**src/hw/rtl/etm_pkg.sv**
```systemverilog
package etm_pkg;

    localparam int SinA    = 102944;
    localparam int SinB    = 42047;
    localparam int SinC    = 4639;
    localparam int Quarter = 16384;

    localparam int RcpSteps = 7;
    localparam int RcpBits  = 4;
    localparam int RcpWidth = RcpSteps * RcpBits;

    // sine 4 + rotation 3 + entry 3
    localparam int EtmLat = 10;

    typedef logic signed [15:0] t_q15;
    typedef logic signed [31:0] t_q30;

    // round half away from zero of v / 2^15
    function automatic t_q30 rnd15(input logic signed [47:0] v);
        logic [47:0] mag;
        logic [47:0] r;
        t_q30        rs;
        mag = v[47] ? 48'(-v) : 48'(v);
        r   = (mag + 48'd16384) >> 15;
        rs  = signed'(r[31:0]);
        return v[47] ? -rs : rs;
    endfunction

endpackage

```
**src/hw/rtl/etm_sin.sv**
```systemverilog
module etm_sin import etm_pkg::*; (
    input  logic        i_clk,
    input  logic [15:0] i_ang,
    output t_q15        o_sin
);

    logic signed [17:0] s18;
    logic signed [17:0] z18;
    logic [14:0]        m0;
    logic [28:0]        p1;
    logic [26:0]        p2;
    logic [12:0]        u2;
    logic [29:0]        p3;
    logic [15:0]        u3;
    logic [30:0]        p4;
    logic [15:0]        u4;
    logic [14:0]        mag;

    logic [14:0] r_m1, r_q1, r_m2, r_q2, r_m3;
    logic        r_neg1, r_neg2, r_neg3;
    logic [15:0] r_t1;
    logic [16:0] r_t2;
    t_q15        r_sin;

    always_comb begin
        s18 = {{2{i_ang[15]}}, i_ang};
        if (s18 > 18'sd16384) begin
            z18 = 18'sd32768 - s18;
        end else if (s18 < -18'sd16384) begin
            z18 = -18'sd32768 - s18;
        end else begin
            z18 = s18;
        end
        m0 = z18[17] ? 15'(-z18) : 15'(z18);
        p1 = 29'(m0) * 29'(m0);
        p2 = 27'(SinC) * 27'(r_q1);
        u2 = 13'((p2 + 27'd8192) >> 14);
        p3 = 30'(r_t1) * 30'(r_q2);
        u3 = 16'((p3 + 30'd8192) >> 14);
        p4 = 31'(r_t2) * 31'(r_m3);
        u4 = 16'((p4 + 31'd16384) >> 15);
        mag = (u4 > 16'd32767) ? 15'h7fff : u4[14:0];
    end

    always_ff @(posedge i_clk) begin
        r_m1   <= m0;
        r_q1   <= 15'((p1 + 29'd8192) >> 14);
        r_neg1 <= z18[17];
        r_t1   <= 16'(SinB) - 16'(u2);
        r_q2   <= r_q1;
        r_m2   <= r_m1;
        r_neg2 <= r_neg1;
        r_t2   <= 17'(SinA) - 17'(u3);
        r_m3   <= r_m2;
        r_neg3 <= r_neg2;
        r_sin  <= r_neg3 ? -signed'({1'b0, mag}) : signed'({1'b0, mag});
    end

    assign o_sin = r_sin;

endmodule

```
**config.mk**
```make
export PLATFORM = sky130hd
export DESIGN_NAME = etm_sin
export DESIGN_NICKNAME = d
export VERILOG_FILES = /design/src/hw/rtl/etm_pkg.sv /design/src/hw/rtl/etm_sin.sv
export SDC_FILE = /design/constraint.sdc
export NUM_CORES = 2
export LEC_CHECK = 0
export BUFFER_PORTS_ARGS = -buffer_cell sky130_fd_sc_hd__buf_2
export CAP_MARGIN = 20
export CORE_AREA = 2 2 293 295
export DETAILED_ROUTE_END_ITERATION = 8
export DIE_AREA = 0 0 295 297
export MAX_ROUTING_LAYER = met4
export RECOVER_POWER = 50
export SYNTH_ARGS = -nofsm -noshare
export SYNTH_HDL_FRONTEND = slang
export SYNTH_SLANG_ARGS = --single-unit
```
**constraint.sdc**
```tcl
create_clock -name i_clk -period 9.9 [get_ports i_clk]
set_input_delay 0.99 -clock i_clk [delete_from_list [all_inputs] [get_ports i_clk]]
set_output_delay 0.99 -clock i_clk [all_outputs]
set_load 0.02 [all_outputs]
```
==> summary.md <==
| Metric | Value |
|---|---|
| Run status | `complete, no violations` |
| CTS tree | `built` |
| Seq/Total Area, Yosys | `~9%` |
| Commonest cells after routing, fill and taps aside | `675 x inv_1, 548 x fa_1, 410 x ha_1, 381 x nand2_1, 220 x and2_1` |
| Core Rows | `between 100 and 150` |
| Max-slew violation count | `0` |
| Root Driver | `clkbuf_16` |
| Avg Cell Area, Syn | `9.30 um^2` |
| Die Y | `around 300 um` |
| Worst slew pin tran | `~0.81 ns` |
| First DRT Iteration DRCs | `854` |
| Layout cells sized above 1 | `3.26%` |
| Ys async rst share | `0%` |
| Hold Vio Cnt, Final | `0` |
| Synth Register Bits | `approximately 130` |
| GR Util met1 | `20.3%` |
| Final TNS setup | `0 ns` |
| Critical setup path kind | `in2reg` |
| Crit path largest cell delay | `about 0.55 ns` |
| Sink Count | `roughly 130` |
| Ports | `33` |
| CP required | `around 10 ns` |
| Max Cap Viol | `0` |
| Total die area | `87600 um^2` |
| Gate count of the mapped netlist | `roughly 3100` |
| First-pass GRT wire length | `103000 um` |
| Endpoint type of the worst setup path | `flip-flop` |
| Util after Layout | `a little over a third` |
| Met2 usage | `a little under a quarter` |
| Clock Tree Buf Depth | `2` |
| # Post-CTS Setup Buffers | `0` |
| Critical-path top delay cell | `fa_1` |
| RSZ-0062 raised after global routing | `false` |
| GR Overflow Total | `0` |
| Final worst-path cycle share | `92.5%` |
| Synth-to-layout area growth | `6.84%` |
| Grt peak-use layer | `met2` |
| Critical Path AT | `9.50 ns` |
| Primary FF master, synth | `dfxtp_1` |
| Routed vias | `19400` |
| Post-CTS Hold Fix Bufs | `0` |
| Min-delay worst type | `reg2reg` |
| Final number of setup-violating endpoints | `0` |
| Total Routing Usage GR | `14.8%` |
| Startpoint types | `input port` |
| TritonCTS Buffers | `17` |
| Post-Route WL | `59700 um` |
| Max H-tree Level | `4` |
| Placed wire-length estimate | `roughly 50000 um` |
| EDFF count, synth | `0` |
| Post-CTS resize count | `0` |
| DRC errors left | `0` |
| Post-synth cell types | `90` |
| Via/cell ratio | `4.61` |
| Max Clk Rate | `109 MHz` |
| CP Max Fanout | `11` |
| Ant. Diodes | `0` |
| Final ANT Viol Nets | `0` |
| Reg clk slew, reported paths | `roughly 0.050 ns` |
| Met3 usage | `about 2.2%` |
| Most common cell after layout, fill and taps aside | `inv_1` |
| Initial antenna violation count | `1` |
| Port Buf Inserts | `32` |
| NumNets Final | `just over 4000` |
| Via count of the first global-routing pass | `20600` |
| Minimum clock period | `9.16 ns` |
| Final GP Congestion | `0.852` |
| Mapped Area | `28500 um^2` |
| Rel. slew slack | `46.0%` |
| Largest net degree at the start of global routing | `26` |
| Yosys warns | `0` |
| Most frequent CP cell | `inv_1` |
| Fill cells | `between 8000 and 9000` |
| Core Area | `between 80000 and 90000 um^2` |
| DR pass1 iterations | `7` |
| Final worst clock skew | `0.0169 ns` |
| Worst skew pair latency | `0.48 ns` |
| Avg WL per Cell | `14.2 um` |
| Die X | `295 um` |
| Initial Utilization | `33.7%` |
final cells by class:
class | count | area (um^2) | share of cell area (%)
Clock buffer | 22 | 484 | 1.59
Clock inverter | 6 | 63.8 | 0.210
Inverter | 678 | 2540 | 8.36
Multi-Input combinational cell | 2181 | 23100 | 76.0
Sequential cell | 125 | 2500 | 8.22
Tap cell | 1144 | 1430 | 4.70
Timing Repair Buffer | 54 | 294 | 0.965
registers in the layout (all words and copies together), names as in the netlist:
signal  cells
o_sin      16
r_q1       15
r_t1       14
r_m1       15
r_neg2      1
r_neg1      1
r_neg3      1
r_m2       15
r_q2       15
r_m3       15
r_t2       17
synthesized netlist by cell type (19+ instances only):
library cell,number,area share (%)
a21o_1,19,0.50
a21oi_1,47,0.83
and2_1,220,4.8
clkbuf_1,84,1.1
dfxtp_1,125,8.8
fa_1,548,38
ha_1,410,18
inv_1,674,8.9
nand2_1,381,5.0
nand3_1,24,0.42
nor2_1,97,1.3
nor3_1,26,0.46
o21ai_0,45,0.79
xnor2_1,79,2.4
xor2_1,37,1.1
path summary, 6_finish.rpt:
check,start,cells past startpoint,slack [ns],to
setup / recovery,i_ang[1],35,0.74,r_q1[14]
hold / removal,r_m2[0],0,0.32,r_m3[0]
setup reg to reg,r_m3[11],26,2.00,o_sin[12]
hold reg to reg,r_m2[0],0,0.32,r_m3[0]
kinds of logic (layout without fill, tap and decap cells):
kind of cell | Yosys count | in the layout | synth area share [%]
fa+ha+maj | 959 | 959 | 56.5
simple gates | 855 | 855 | 14.7
buf+inv | 767 | 760 | 10.2
compound gates | 231 | 231 | 5.84
flops | 125 | 125 | 8.78
xor+xnor | 117 | 117 | 3.62
mux | 10 | 10 | 0.360
other cells | 2 | 9 | 0.0263
critical path, delay by kind of cell:
kind / cells / cell delay, ns
AOI/OAI and AO/OA: 10 / 2.35
adders and majority gates: 8 / 3.31
xor gates and xnor gates: 3 / 0.46
buffers and inverters: 8 / 1.15
and+or+nand+nor: 6 / 1.22
layer usage:
metal  part of all wire [%]  vias up  wire (um)
met3                    3.4       53       2060
met2                     47      306      27900
li1                       -     9395          -
met1                     49     9672      29000
met4                    1.2        0        733
met5                      0        -          0
per-stage QoR:
stage	area (um^2)	worst slack (ns)	std cells	hold slack [ns]
2_1_floorplan	28500	0.803	3073	0.310
5_1_grt	30500	0.0242	4210	0.324
6_report	30500	0.740	4210	0.318
4_1_cts	30500	0.826	4210	0.319
3_3_place_gp	29900	0.501	4182	0.310
3_5_place_dp	29900	0.337	4182	0.312
Power is left out: the tool's default activity adds up to more than one toggle a clock period on the data nets, which glitch-free logic cannot reach.
