**config.mk**
```make
export PLATFORM = sky130hd
export DESIGN_NAME = etm_rcp
export DESIGN_NICKNAME = d
export VERILOG_FILES = /design/src/hw/rtl/etm_pkg.sv /design/src/hw/rtl/etm_rcp.sv
export SDC_FILE = /design/constraint.sdc
export NUM_CORES = 1
export LEC_CHECK = 0
export BUFFER_PORTS_ARGS = -buffer_cell sky130_fd_sc_hd__buf_2
export CAP_MARGIN = 20
export CORE_MARGIN = 2
export CORE_UTILIZATION = 62
export DETAILED_ROUTE_END_ITERATION = 10
export MAX_ROUTING_LAYER = met4
export PLACE_DENSITY_LB_ADDON = 0.12
export SLEW_MARGIN = 40
export SYNTH_ARGS = -nofsm -noshare
export SYNTH_HDL_FRONTEND = slang
export SYNTH_SLANG_ARGS = --single-unit
export TNS_END_PERCENT = 10
```
**constraint.sdc**
```tcl
create_clock -name i_clk -period 20.5 [get_ports i_clk]
set_clock_uncertainty 0.1 [all_clocks]
set_input_delay 4.1 -clock i_clk [delete_from_list [all_inputs] [get_ports i_clk]]
set_output_delay 4.1 -clock i_clk [all_outputs]
set_load 0.02 [all_outputs]
```
**src/hw/rtl/etm_pkg.sv**
```systemverilog
package etm_pkg;

    localparam int SinA    = 102944;
    localparam int SinB    = 42047;
    localparam int SinC    = 4639;
    localparam int Quarter = 16384;

    localparam int RcpSteps = 7;
    localparam int RcpBits  = 4;
    localparam int RcpWidth = RcpSteps * RcpBits;

    // sine 4 + rotation 3 + entry 3
    localparam int EtmLat = 10;

    typedef logic signed [15:0] t_q15;
    typedef logic signed [31:0] t_q30;

    // round half away from zero of v / 2^15
    function automatic t_q30 rnd15(input logic signed [47:0] v);
        logic [47:0] mag;
        logic [47:0] r;
        t_q30        rs;
        mag = v[47] ? 48'(-v) : 48'(v);
        r   = (mag + 48'd16384) >> 15;
        rs  = signed'(r[31:0]);
        return v[47] ? -rs : rs;
    endfunction

endpackage

```
**src/hw/rtl/etm_rcp.sv**
```systemverilog
module etm_rcp import etm_pkg::*; (
    input  logic        i_clk,
    input  t_q15        i_scale,
    output logic [24:0] o_quot,
    output logic        o_neg,
    output logic        o_zero,
    output t_q15        o_scale
);

    logic [15:0]         m0;
    logic [RcpWidth-1:0] num0;

    logic [15:0]         x_rem [RcpSteps];
    logic [RcpWidth-1:0] x_acc [RcpSteps];
    logic [15:0]         x_m   [RcpSteps];
    logic [15:0]         n_rem [RcpSteps];
    logic [RcpWidth-1:0] n_acc [RcpSteps];

    logic [15:0]         r_rem [RcpSteps];
    logic [RcpWidth-1:0] r_acc [RcpSteps];
    logic [15:0]         r_m   [RcpSteps];
    logic                r_neg [RcpSteps];
    logic                r_zero[RcpSteps];
    t_q15                r_k   [RcpSteps];

    always_comb begin
        m0   = i_scale[15] ? 16'(-32'(i_scale)) : 16'(i_scale);
        num0 = RcpWidth'(25'h100_0000 + 25'(m0 >> 1));
        x_rem[0] = '0;
        x_acc[0] = num0;
        x_m[0]   = m0;
        for (int g = 1; g < RcpSteps; g++) begin
            x_rem[g] = r_rem[g-1];
            x_acc[g] = r_acc[g-1];
            x_m[g]   = r_m[g-1];
        end
    end

    // restoring division, four quotient bits per stage
    always_comb begin
        logic [16:0]         wide;
        logic [15:0]         rem;
        logic [RcpWidth-1:0] acc;
        for (int g = 0; g < RcpSteps; g++) begin
            rem = x_rem[g];
            acc = x_acc[g];
            for (int b = 0; b < RcpBits; b++) begin
                wide = {rem, acc[RcpWidth-1]};
                acc  = {acc[RcpWidth-2:0], 1'b0};
                if (wide >= {1'b0, x_m[g]}) begin
                    wide   = wide - {1'b0, x_m[g]};
                    acc[0] = 1'b1;
                end
                rem = wide[15:0];
            end
            n_rem[g] = rem;
            n_acc[g] = acc;
        end
    end

    always_ff @(posedge i_clk) begin
        for (int g = 0; g < RcpSteps; g++) begin
            r_rem[g] <= n_rem[g];
            r_acc[g] <= n_acc[g];
            r_m[g]   <= x_m[g];
        end
        r_neg[0]  <= i_scale[15];
        r_zero[0] <= (i_scale == '0);
        r_k[0]    <= i_scale;
        for (int g = 1; g < RcpSteps; g++) begin
            r_neg[g]  <= r_neg[g-1];
            r_zero[g] <= r_zero[g-1];
            r_k[g]    <= r_k[g-1];
        end
    end

    assign o_quot  = r_acc[RcpSteps-1][24:0];
    assign o_neg   = r_neg[RcpSteps-1];
    assign o_zero  = r_zero[RcpSteps-1];
    assign o_scale = r_k[RcpSteps-1];

endmodule

```
==> impl_metrics.tcl, run 1 <==
set metrics [dict create \
    status "complete, no violations" \
    timing_hold_violations_final 0 \
    fp-row-count 83 \
    critical_path.top_delay_family "simple AND/OR/NAND/NOR gates" \
    synth_flop_cell "sky130_fd_sc_hd__dfxtp_1" \
    cts_root_buffer "sky130_fd_sc_hd__clkbuf_16" \
    drt_iter0_markers 1981 \
    postCtsSetupRepairBufs 0 \
    yosys_register_bits 396 \
    critical_path.startpoint "i_scale[0]" \
    crit_path_max_fanout 17 \
    buffer_ports.inserted 59 \
    synth_top_cell_by_area "sky130_fd_sc_hd__dfxtp_1" \
    post_synthesis_sequential_area_ratio_pct 24.68 \
    final_setup_fails 0 \
    fillers 4229 \
    initial_utilization_pct 62.62 \
    synth_cell_type_count 97 \
    cts_max_path_buffers 3 \
    report.final.slew_viol_count 0 \
    die_w_um 231.6 \
    area_growth_syn_to_layout_pct 7.540 \
    die_h_um 231.6 \
    layout_min_cycle_time_ns 14.96 \
    ioPinCount 60 \
    worst_path_largest_cell_delay_ns 0.78 \
    postCtsHoldBufs 0 \
    postRouteAntennaNets 0 \
    design.core.area_um2 51300 \
    cts_max_level 2 \
    timing.hold.worst_path_depth 0 \
    final_net_count 4242 \
    worst_r2r_path_cells 45 \
    r2r_slack_ns 7.39 \
    timing.critical_path.required_ns 20.87 \
    overflow 0 \
    slowest_stage "sky130_fd_sc_hd__or4b_1" \
    layout-drive-gt1-share_pct 11.41 \
    worst_hold_startpoint "r_neg[0]$_DFF_P_" \
    synth.avg_cell_area_um2 8.615 \
    critical_path.startpoint_type "primary input" \
    criticalPathCategory "in -> reg" \
    ys_async_sr_fraction_pct 0 \
    edff_count_synth 0 \
    timing.slew.headroom_pct 43.07 \
    vias_in_the_first_global_route 27430 \
    combined_buffer_and_inverter_count_along_the_critical_path 2 \
    clk_latency_ns 0.58 \
    reg2reg_to "r_rem[5][1]$_DFF_P_" \
    grt_antenna_before_repair 0 \
    timing.critical_path.to_type "flop" \
    final_worst_setup_slack_ns 5.540 \
    route.final.wire_length_um 89320 \
    aggregate_negative_setup_slack_ns 0 \
    fmax_mhz 66.84 \
    fin_crit_sh_pct 72.98 \
    drt_pre_antenna_iters 6 \
    max_cap_violations 0 \
    detailedPlace.worstSlack_ns 4.926 \
    post_synth_inst_count 3729 \
    grt_start_max_net_pins 28 \
    hold_path_class "reg -> reg" \
    cts-resized-gates 0 \
    hold_end "r_k[1][15]$_DFF_P_" \
    routed_via_density 6.247 \
    clkTransAtPathRegs_ns 0.06 \
    grtUsageTotal_pct 33.62 \
    cts_sinks 396 \
    fp.dieArea_um2 53650 \
    unrepaired_setup_endpoints_after_global_routing "no" \
    place.gp.congestion 0.9458 \
    wire_per_inst_um 19.88 \
    cts_inserted_buffers 41 \
    drc_errors 0 \
    overall_via_count_from_detail_route 28070 \
    synth_largest_type_area_fraction_pct 24.68 \
    synth_area_um2 32120 \
    synthesis.yosys.warnings 0 \
    postPlaceCellArea_um2 33080 \
    tritoncts "done" \
    final_area_um2 34550 \
    worst_pin_slew_ns 0.8430 \
    dp_hpwl_um 70040 \
    netlist_top_cells_area "sky130_fd_sc_hd__dfxtp_1 (25%), sky130_fd_sc_hd__ha_1 (17%), sky130_fd_sc_hd__mux2_2 (7.0%)" \
    antenna_cells_inserted 0 \
    timing.rr.start "r_m[4][1]$_DFF_P_" \
    worst-endpoint-arrival_ns 15.33 \
    grt_pass1_wl_um 142300 \
    hold_ws_ns 0.2200 \
]
[Yosys cell counts (all sizes together), types with 76 or more instances]
| library cell | count |
|---|---|
| ha | 426 |
| dfxtp | 396 |
| a21oi | 313 |
| nor2 | 288 |
| inv | 227 |
| mux2 | 217 |
| o21ai | 216 |
| xnor2 | 207 |
| nand2 | 203 |
| a21o | 130 |
| xor2 | 113 |
| nor2b | 76 |
| nor3 | 76 |
[kinds of logic after synthesis]
family                     after synthesis  synth area share [%]
other                                    1               0.01167
adders and majority gates              444                 17.71
xor gates and xnor gates               320                 8.748
buffers and inverters                  298                 3.762
muxes                                  252                 8.779
DFF                                    396                 24.68
and+or+nand+nor                        980                 15.21
AOI/OAI and AO/OA                     1038                 21.10
[through the flow]
step | cells | utilization [%]
global placement | 4416 | 64.42
global route | 4493 | 67.34
CTS | 4493 | 67.31
floorplan | 3735 | -
finish | 4493 | 67.34
detailed placement | 4418 | 64.47
[registers in the layout, indices dropped and copies added, names as in the netlist]
register	cells
r_rem	96
r_acc	94
r_k	102
r_m	93
r_zero	7
r_neg	4
[per-layer routing]
layer | track usage [%] | share of wire, % | vias up
met5 | - | 0 | -
met2 | 56.99 | 48 | 852
met3 | 3.679 | 4.6 | 215
met4 | 13.32 | 4.0 | 0
li1 | - | - | 13720
met1 | 40.91 | 44 | 13280
[layout by cell type (no fill, tap or decap), drive strengths merged, types with 11 or more instances in the layout]
cell | synthesis | final
and3 | 24 | 24
o21a | 59 | 59
nand3 | 50 | 50
a31oi | 33 | 33
o21bai | 39 | 39
mux2i | 35 | 35
xor2 | 113 | 113
or3 | 27 | 27
nand4 | 66 | 66
a21o | 130 | 130
xnor2 | 207 | 207
inv | 227 | 231
o21ai | 216 | 216
nor4 | 32 | 32
or2 | 26 | 26
a211o | 12 | 12
o211ai | 25 | 25
a21oi | 313 | 313
mux2 | 217 | 217
clkbuf | 48 | 54
and2 | 23 | 23
nand2b | 48 | 48
a221o | 14 | 14
a211oi | 31 | 31
nor3 | 76 | 76
a21boi | 16 | 16
o31a | 19 | 19
ha | 426 | 426
buf | 23 | 74
o31ai | 20 | 20
nand2 | 203 | 203
nor2 | 288 | 288
dfxtp | 396 | 396
fa | 18 | 18
and4 | 11 | 11
nor2b | 76 | 76
o41ai | 11 | 11
[cell type report]
class                   count  area (um^2)  area share (%)
well taps                 680        850.8           2.463
multi-input cells        3041        23050           66.73
flip-flops and latches    396         7928           22.95
clock buffers              54         1185           3.430
inverters                 227        852.1           2.466
clock inverters            21        270.3          0.7823
repair buffers             74        409.1           1.184
[worst max-delay path by stage]
stage / slack (ns) / to / cells past startpoint
floorplan: 7.00 / r_rem[0][10]$_DFF_P_ / 46
global placement: 4.82 / r_rem[0][5]$_DFF_P_ / 42
detailed placement: 4.93 / r_rem[0][6]$_DFF_P_ / 41
CTS: 5.49 / r_rem[0][6]$_DFF_P_ / 41
global route: 4.68 / r_rem[0][3]$_DFF_P_ / 42
finish: 5.54 / r_rem[0][6]$_DFF_P_ / 41
Power of run 1 is not shown: default switching activity piles up to over one toggle a cycle in this logic, so the estimate is an artifact.
==> run 2: changes to the inputs <==
Settings changed: ABC_AREA set to 1, CORE_UTILIZATION 62 to 59.
Clock period 20.5 ns to 12.8 ns, I/O delays scaled along.
==> run 2 against run 1 <==
Compared with the run above:
- wire length grew 6.0%
- via count is 16% higher
- critical endpoint is now r_acc[6][0]$_DFF_P_
- global-route usage is 1.6 points lower
- synthesized area grew 5.9%
- die area increased by 11%
- critical path depth up 1
- cell count is 30% higher
- worst setup slack got worse by 2.9 ns
- first-iteration DRC count grew 35%
- core utilization fell by 3.8 points
==> impl_metrics.tcl, run 2 <==
set metrics [dict create \
    cts_max_path_buffers 3 \
    grt_start_max_net_pins 25 \
    vias_in_the_first_global_route 29670 \
    timing.critical_path.to_type "flop" \
    hold_path_class "reg -> reg" \
    ioPinCount 60 \
    netlist_top_cells_area "sky130_fd_sc_hd__dfxtp_1 (23%), sky130_fd_sc_hd__nand2_1 (17%), sky130_fd_sc_hd__ha_1 (16%)" \
    criticalPathCategory "reg -> reg" \
    postCtsSetupRepairBufs 0 \
    cts_max_level 2 \
    yosys_register_bits 396 \
    synth_most_common_cell "sky130_fd_sc_hd__nand2_1" \
    final_setup_fails 0 \
    synth_cell_type_count 65 \
    synth_largest_type_area_fraction_pct 23.30 \
    dominant_cell_type_by_count_on_the_critical_path "sky130_fd_sc_hd__nand2_1" \
    cts_sinks 396 \
    grt_antenna_before_repair 3 \
    synth.avg_cell_area_um2 6.784 \
    drt_pre_antenna_iters 6 \
    timing.slew.headroom_pct 46.82 \
    synth_area_um2 34020 \
    layout.cells.most_common_list "sky130_fd_sc_hd__nand2_1 (1552), sky130_fd_sc_hd__inv_1 (534), sky130_fd_sc_hd__ha_1 (426)" \
    critical_path.startpoint_type "flop" \
    initial_utilization_pct 59.30 \
    layout.cells.most_common "sky130_fd_sc_hd__nand2_1" \
    drt_iter0_markers 2680 \
    largest-register "r_k" \
    cts-resized-gates 0 \
    fp-row-count 88 \
    layout_min_cycle_time_ns 10.19 \
    worst_pin_slew_ns 0.7977 \
    fin_crit_sh_pct 79.59 \
    route.final.wire_length_um 94690 \
    synth_top_cell_by_area "sky130_fd_sc_hd__dfxtp_1" \
    dp_hpwl_um 76310 \
    edff_count_synth 0 \
    place.gp.congestion 0.9755 \
    die_h_um 244.1 \
    post_synth_inst_count 5015 \
    worst_path_largest_cell_delay_ns 0.60 \
    routed_via_density 5.542 \
    worst-endpoint-arrival_ns 10.56 \
    timing_hold_violations_final 0 \
    grt_pass1_wl_um 151700 \
    overflow 0 \
    grtUsageTotal_pct 32.07 \
    layout-drive-gt1-share_pct 5.871 \
    max_cap_violations 0 \
    overall_via_count_from_detail_route 32480 \
    fp.dieArea_um2 59600 \
    postCtsHoldBufs 0 \
    drc_errors 0 \
    ys_top_cells_by_count "sky130_fd_sc_hd__nand2_1 (1552), sky130_fd_sc_hd__inv_1 (534), sky130_fd_sc_hd__ha_1 (426)" \
    status "complete, no violations" \
    cts_root_buffer "sky130_fd_sc_hd__clkbuf_16" \
    max_reg_flops 102 \
    largestRegisters "r_k x102, r_rem x96, r_acc x94" \
    timing.critical_path.required_ns 13.18 \
    buffer_ports.inserted 59 \
    synthesis.yosys.warnings 0 \
    postRouteAntennaNets 0 \
    aggregate_negative_setup_slack_ns 0 \
    ys_async_sr_fraction_pct 0 \
    fmax_mhz 98.16 \
    cts_inserted_buffers 45 \
    tritoncts "done" \
    final_net_count 5518 \
    crit_path_max_fanout 21 \
    report.final.slew_viol_count 0 \
    wire_per_inst_um 16.16 \
    die_w_um 244.1 \
    unrepaired_setup_endpoints_after_global_routing "no" \
    clk_latency_ns 0.61 \
    fillers 5446 \
    post_synthesis_sequential_area_ratio_pct 23.30 \
    area_growth_syn_to_layout_pct 7.105 \
    design.core.area_um2 57370 \
    synth_flop_cell "sky130_fd_sc_hd__dfxtp_1" \
    clkTransAtPathRegs_ns 0.07 \
    slowest_stage "sky130_fd_sc_hd__nand2_1" \
]
-- run 2: changes by cell type after synthesis, sizes merged, moves of 37 or more --
cell / delta
buf: +39
nor3: -37
nand2b: -47
o21ai: +87
nand2: +1393
xnor2: -62
inv: +321
o21a: -43
mux2: -217
nor2b: -74
nand3: +286
xor2: +57
a21o: -98
a21oi: +74
-- run 2: area by class of cell --
| cell class | instances | area, um^2 | area share [%] |
|---|---|---|---|
| clock inverter | 26 | 391.6 | 1.075 |
| tap | 765 | 957.2 | 2.627 |
| clock buffer | 57 | 1231 | 3.379 |
| antenna | 2 | 5.005 | 0.01374 |
| sequential | 396 | 7928 | 21.76 |
| multi-input combinational | 4002 | 23530 | 64.57 |
| inverter | 549 | 2071 | 5.683 |
| timing repair buffer | 63 | 325.3 | 0.8928 |
-- run 2: cell families (layout without fill, tap and decap cells) --
logic type | Yosys count | after routing | synth area share, %
fa+ha+maj | 444 | 444 | 16.73
xor+xnor | 315 | 315 | 8.110
other cells | 1 | 9 | 0.01102
buf+inv | 623 | 695 | 7.620
simple gates | 2379 | 2379 | 30.08
flops | 396 | 396 | 23.30
compound gates | 857 | 857 | 14.14
-- run 2: worst paths after layout --
kind | to | from | depth (start not counted) | slack [ns]
worst max register to register | r_acc[6][0]$_DFF_P_ | r_m[5][13]$_DFF_P_ | 42 | 2.61
worst max-delay path | r_acc[6][0]$_DFF_P_ | r_m[5][13]$_DFF_P_ | 42 | 2.61
worst min-delay path | r_acc[6][12]$_DFF_P_ | r_acc[5][8]$_DFF_P_ | 0 | 0.22
worst min register to register | r_acc[6][12]$_DFF_P_ | r_acc[5][8]$_DFF_P_ | 0 | 0.22
-- run 2: through the flow --
step                      hold WS (ns)  utilization [%]  cells  setup slack (ns)  area (um^2)
after detailed placement        0.2121            60.66   5774             2.278        34800
final                           0.2210            63.52   5860             2.613        36440
after global routing            0.2252            63.52   5860             1.648        36440
after CTS                       0.2216            63.49   5857             2.822        36420
after floorplan                 0.2096                -   5021             3.734        34040
after global placement          0.2097            60.66   5774             2.477        34800
-- run 2: layer usage --
metal | global-route usage [%] | up-vias | wire [um]
li1 | - | 16680 | -
met1 | 43.23 | 14710 | 44200
met2 | 50.71 | 938 | 41960
met3 | 4.148 | 147 | 6224
met4 | 8.393 | 0 | 2310
met5 | - | - | 0
-- run 2: worst max-delay path: cells and delay by family, from the launching register on --
family | cells | cell delay (ns)
and+or+nand+nor | 17 | 3.12
buffers and inverters | 5 | 1.50
DFF | 1 | 0.31
adders and majority gates | 4 | 1.42
AOI/OAI and AO/OA | 16 | 3.55
Power of run 2 is left out for the same reason.
==> run 3: changes to the inputs <==
Settings changed: CORE_UTILIZATION 59 to 62.
Clock period 12.8 ns to 10.2 ns, I/O delays scaled along.
==> run 3 against run 2 <==
Compared with the run above:
- register-to-register slack got worse by 1.8 ns
- die area decreased by 4.8%
- worst setup slack got worse by 1.8 ns
- global-route usage increased by 2.3 points
- worst hold slack got worse by 0.0024 ns
- flip-flop and latch count unchanged
- critical endpoint unchanged
- largest cell class unchanged
==> impl_metrics.tcl, run 3 (synthesis results as in run 2) <==
set metrics [dict create \
    final_worst_setup_slack_ns 0.7657 \
    timing.critical_path.to_type "flop" \
    hold_ws_ns 0.2186 \
    postCtsHoldBufs 0 \
    status "complete, no violations" \
    fin_crit_sh_pct 92.49 \
    initial_utilization_pct 62.97 \
    cts_root_buffer "sky130_fd_sc_hd__clkbuf_16" \
    worst_pin_slew_ns 0.6525 \
    cts_max_path_buffers 3 \
    dominant_cell_type_by_count_on_the_critical_path "sky130_fd_sc_hd__nand2_1" \
    grt_antenna_before_repair 1 \
    largest-register "r_k" \
    final_setup_fails 0 \
    slowest_stage "sky130_fd_sc_hd__a211oi_1" \
    timing.critical_path.required_ns 10.57 \
    design.core.area_um2 54030 \
    max_reg_flops 102 \
    drt_pre_antenna_iters 6 \
    aggregate_negative_setup_slack_ns 0 \
    final_net_count 5538 \
    critical_path.startpoint_type "flop" \
    layout_min_cycle_time_ns 9.434 \
    r2r_slack_ns 0.77 \
    worst_path_largest_cell_delay_ns 0.57 \
    overflow 0 \
    hold_path_class "reg -> reg" \
    buffer_ports.inserted 59 \
    fp.dieArea_um2 56760 \
    crit_path_max_fanout 21 \
    timing.slew.headroom_pct 56.23 \
    area_growth_syn_to_layout_pct 6.881 \
    cts_sinks 396 \
    clkTransAtPathRegs_ns 0.07 \
    fp-row-count 85 \
    grtUsageTotal_pct 34.34 \
    die_h_um 238.2 \
    final_area_um2 36360 \
    largestRegisters "r_k x102, r_rem x96, r_acc x94" \
    fillers 4914 \
    antenna_cells_inserted 0 \
    cts_inserted_buffers 45 \
    route.final.wire_length_um 96500 \
    drc_errors 0 \
    ioPinCount 60 \
    postPlaceCellArea_um2 34870 \
    cts_max_level 2 \
    routed_via_density 5.655 \
    place.gp.congestion 0.9781 \
    postRouteAntennaNets 0 \
    overall_via_count_from_detail_route 32830 \
    layout.cells.most_common "sky130_fd_sc_hd__nand2_1" \
    dp_hpwl_um 77530 \
    clk_latency_ns 0.60 \
    layout.cells.most_common_list "sky130_fd_sc_hd__nand2_1 (1551), sky130_fd_sc_hd__inv_1 (533), sky130_fd_sc_hd__ha_1 (426)" \
    criticalPathCategory "reg -> reg" \
    tritoncts "done" \
    worst-endpoint-arrival_ns 9.80 \
    report.final.slew_viol_count 0 \
    vias_in_the_first_global_route 29690 \
    fmax_mhz 106.0 \
    grt_start_max_net_pins 25 \
    wire_per_inst_um 16.62 \
    drt_iter0_markers 3088 \
    layout-drive-gt1-share_pct 6.204 \
    unrepaired_setup_endpoints_after_global_routing "no" \
    die_w_um 238.2 \
    timing_hold_violations_final 0 \
    max_cap_violations 0 \
    grt_pass1_wl_um 153200 \
    detailedPlace.worstSlack_ns 0.4192 \
]
## run 3: cell count changes in the layout (fill, tap and decap cells not counted), sizes merged
cell      previous run  this run
clkinvlp             3         7
buf                 63        83
inv                552       556
bufinv               6         2
diode                2         0
clkbuf              57        52
clkinv              14        12
## run 3: cell type report
cell class	count	area, um^2	area share [%]
Multi-Input combinational cell	4002	23530	64.70
Sequential cell	396	7928	21.80
Inverter	549	2074	5.705
Clock buffer	52	1172	3.224
Tap cell	696	870.8	2.395
Timing Repair Buffer	83	475.5	1.308
Clock inverter	28	315.3	0.8671
## run 3: final timing paths
kind	cells after the start	startpoint	endpoint
setup / recovery	43	r_m[5][1]$_DFF_P_	r_acc[6][0]$_DFF_P_
hold / removal	0	r_k[5][6]$_DFF_P_	r_k[6][6]$_DFF_P_
setup reg to reg	43	r_m[5][1]$_DFF_P_	r_acc[6][0]$_DFF_P_
hold reg to reg	0	r_k[5][6]$_DFF_P_	r_k[6][6]$_DFF_P_
## run 3: through the flow
stage | util [%] | std cells
2_1_floorplan | - | 5021
3_3_place_gp | 64.54 | 5726
5_1_grt | 67.30 | 5806
3_5_place_dp | 64.54 | 5726
4_1_cts | 67.29 | 5806
6_report | 67.30 | 5806
## run 3: repair_timing
item	4_1_cts	5_1_grt
setup endpoints to repair	0	1
gates resized for setup	0	2
buffers inserted	0	0
## run 3: per-layer routing
layer | GRT usage (%) | part of all wire [%] | vias up
met1 | 47.16 | 47 | 14850
met5 | - | 0 | -
li1 | - | - | 16720
met2 | 53.56 | 44 | 1097
met4 | 9.924 | 2.7 | 0
met3 | 3.552 | 6.8 | 172
## run 3: worst max-delay path, delay by kind of cell, from the launching register on
family                     cells  cell delay (ns)
AOI/OAI and AO/OA             16             3.53
and+or+nand+nor               18             2.66
adders and majority gates      4             1.33
buffers and inverters          5             1.24
DFF                            1             0.45
Power of run 3 is left out for the same reason.
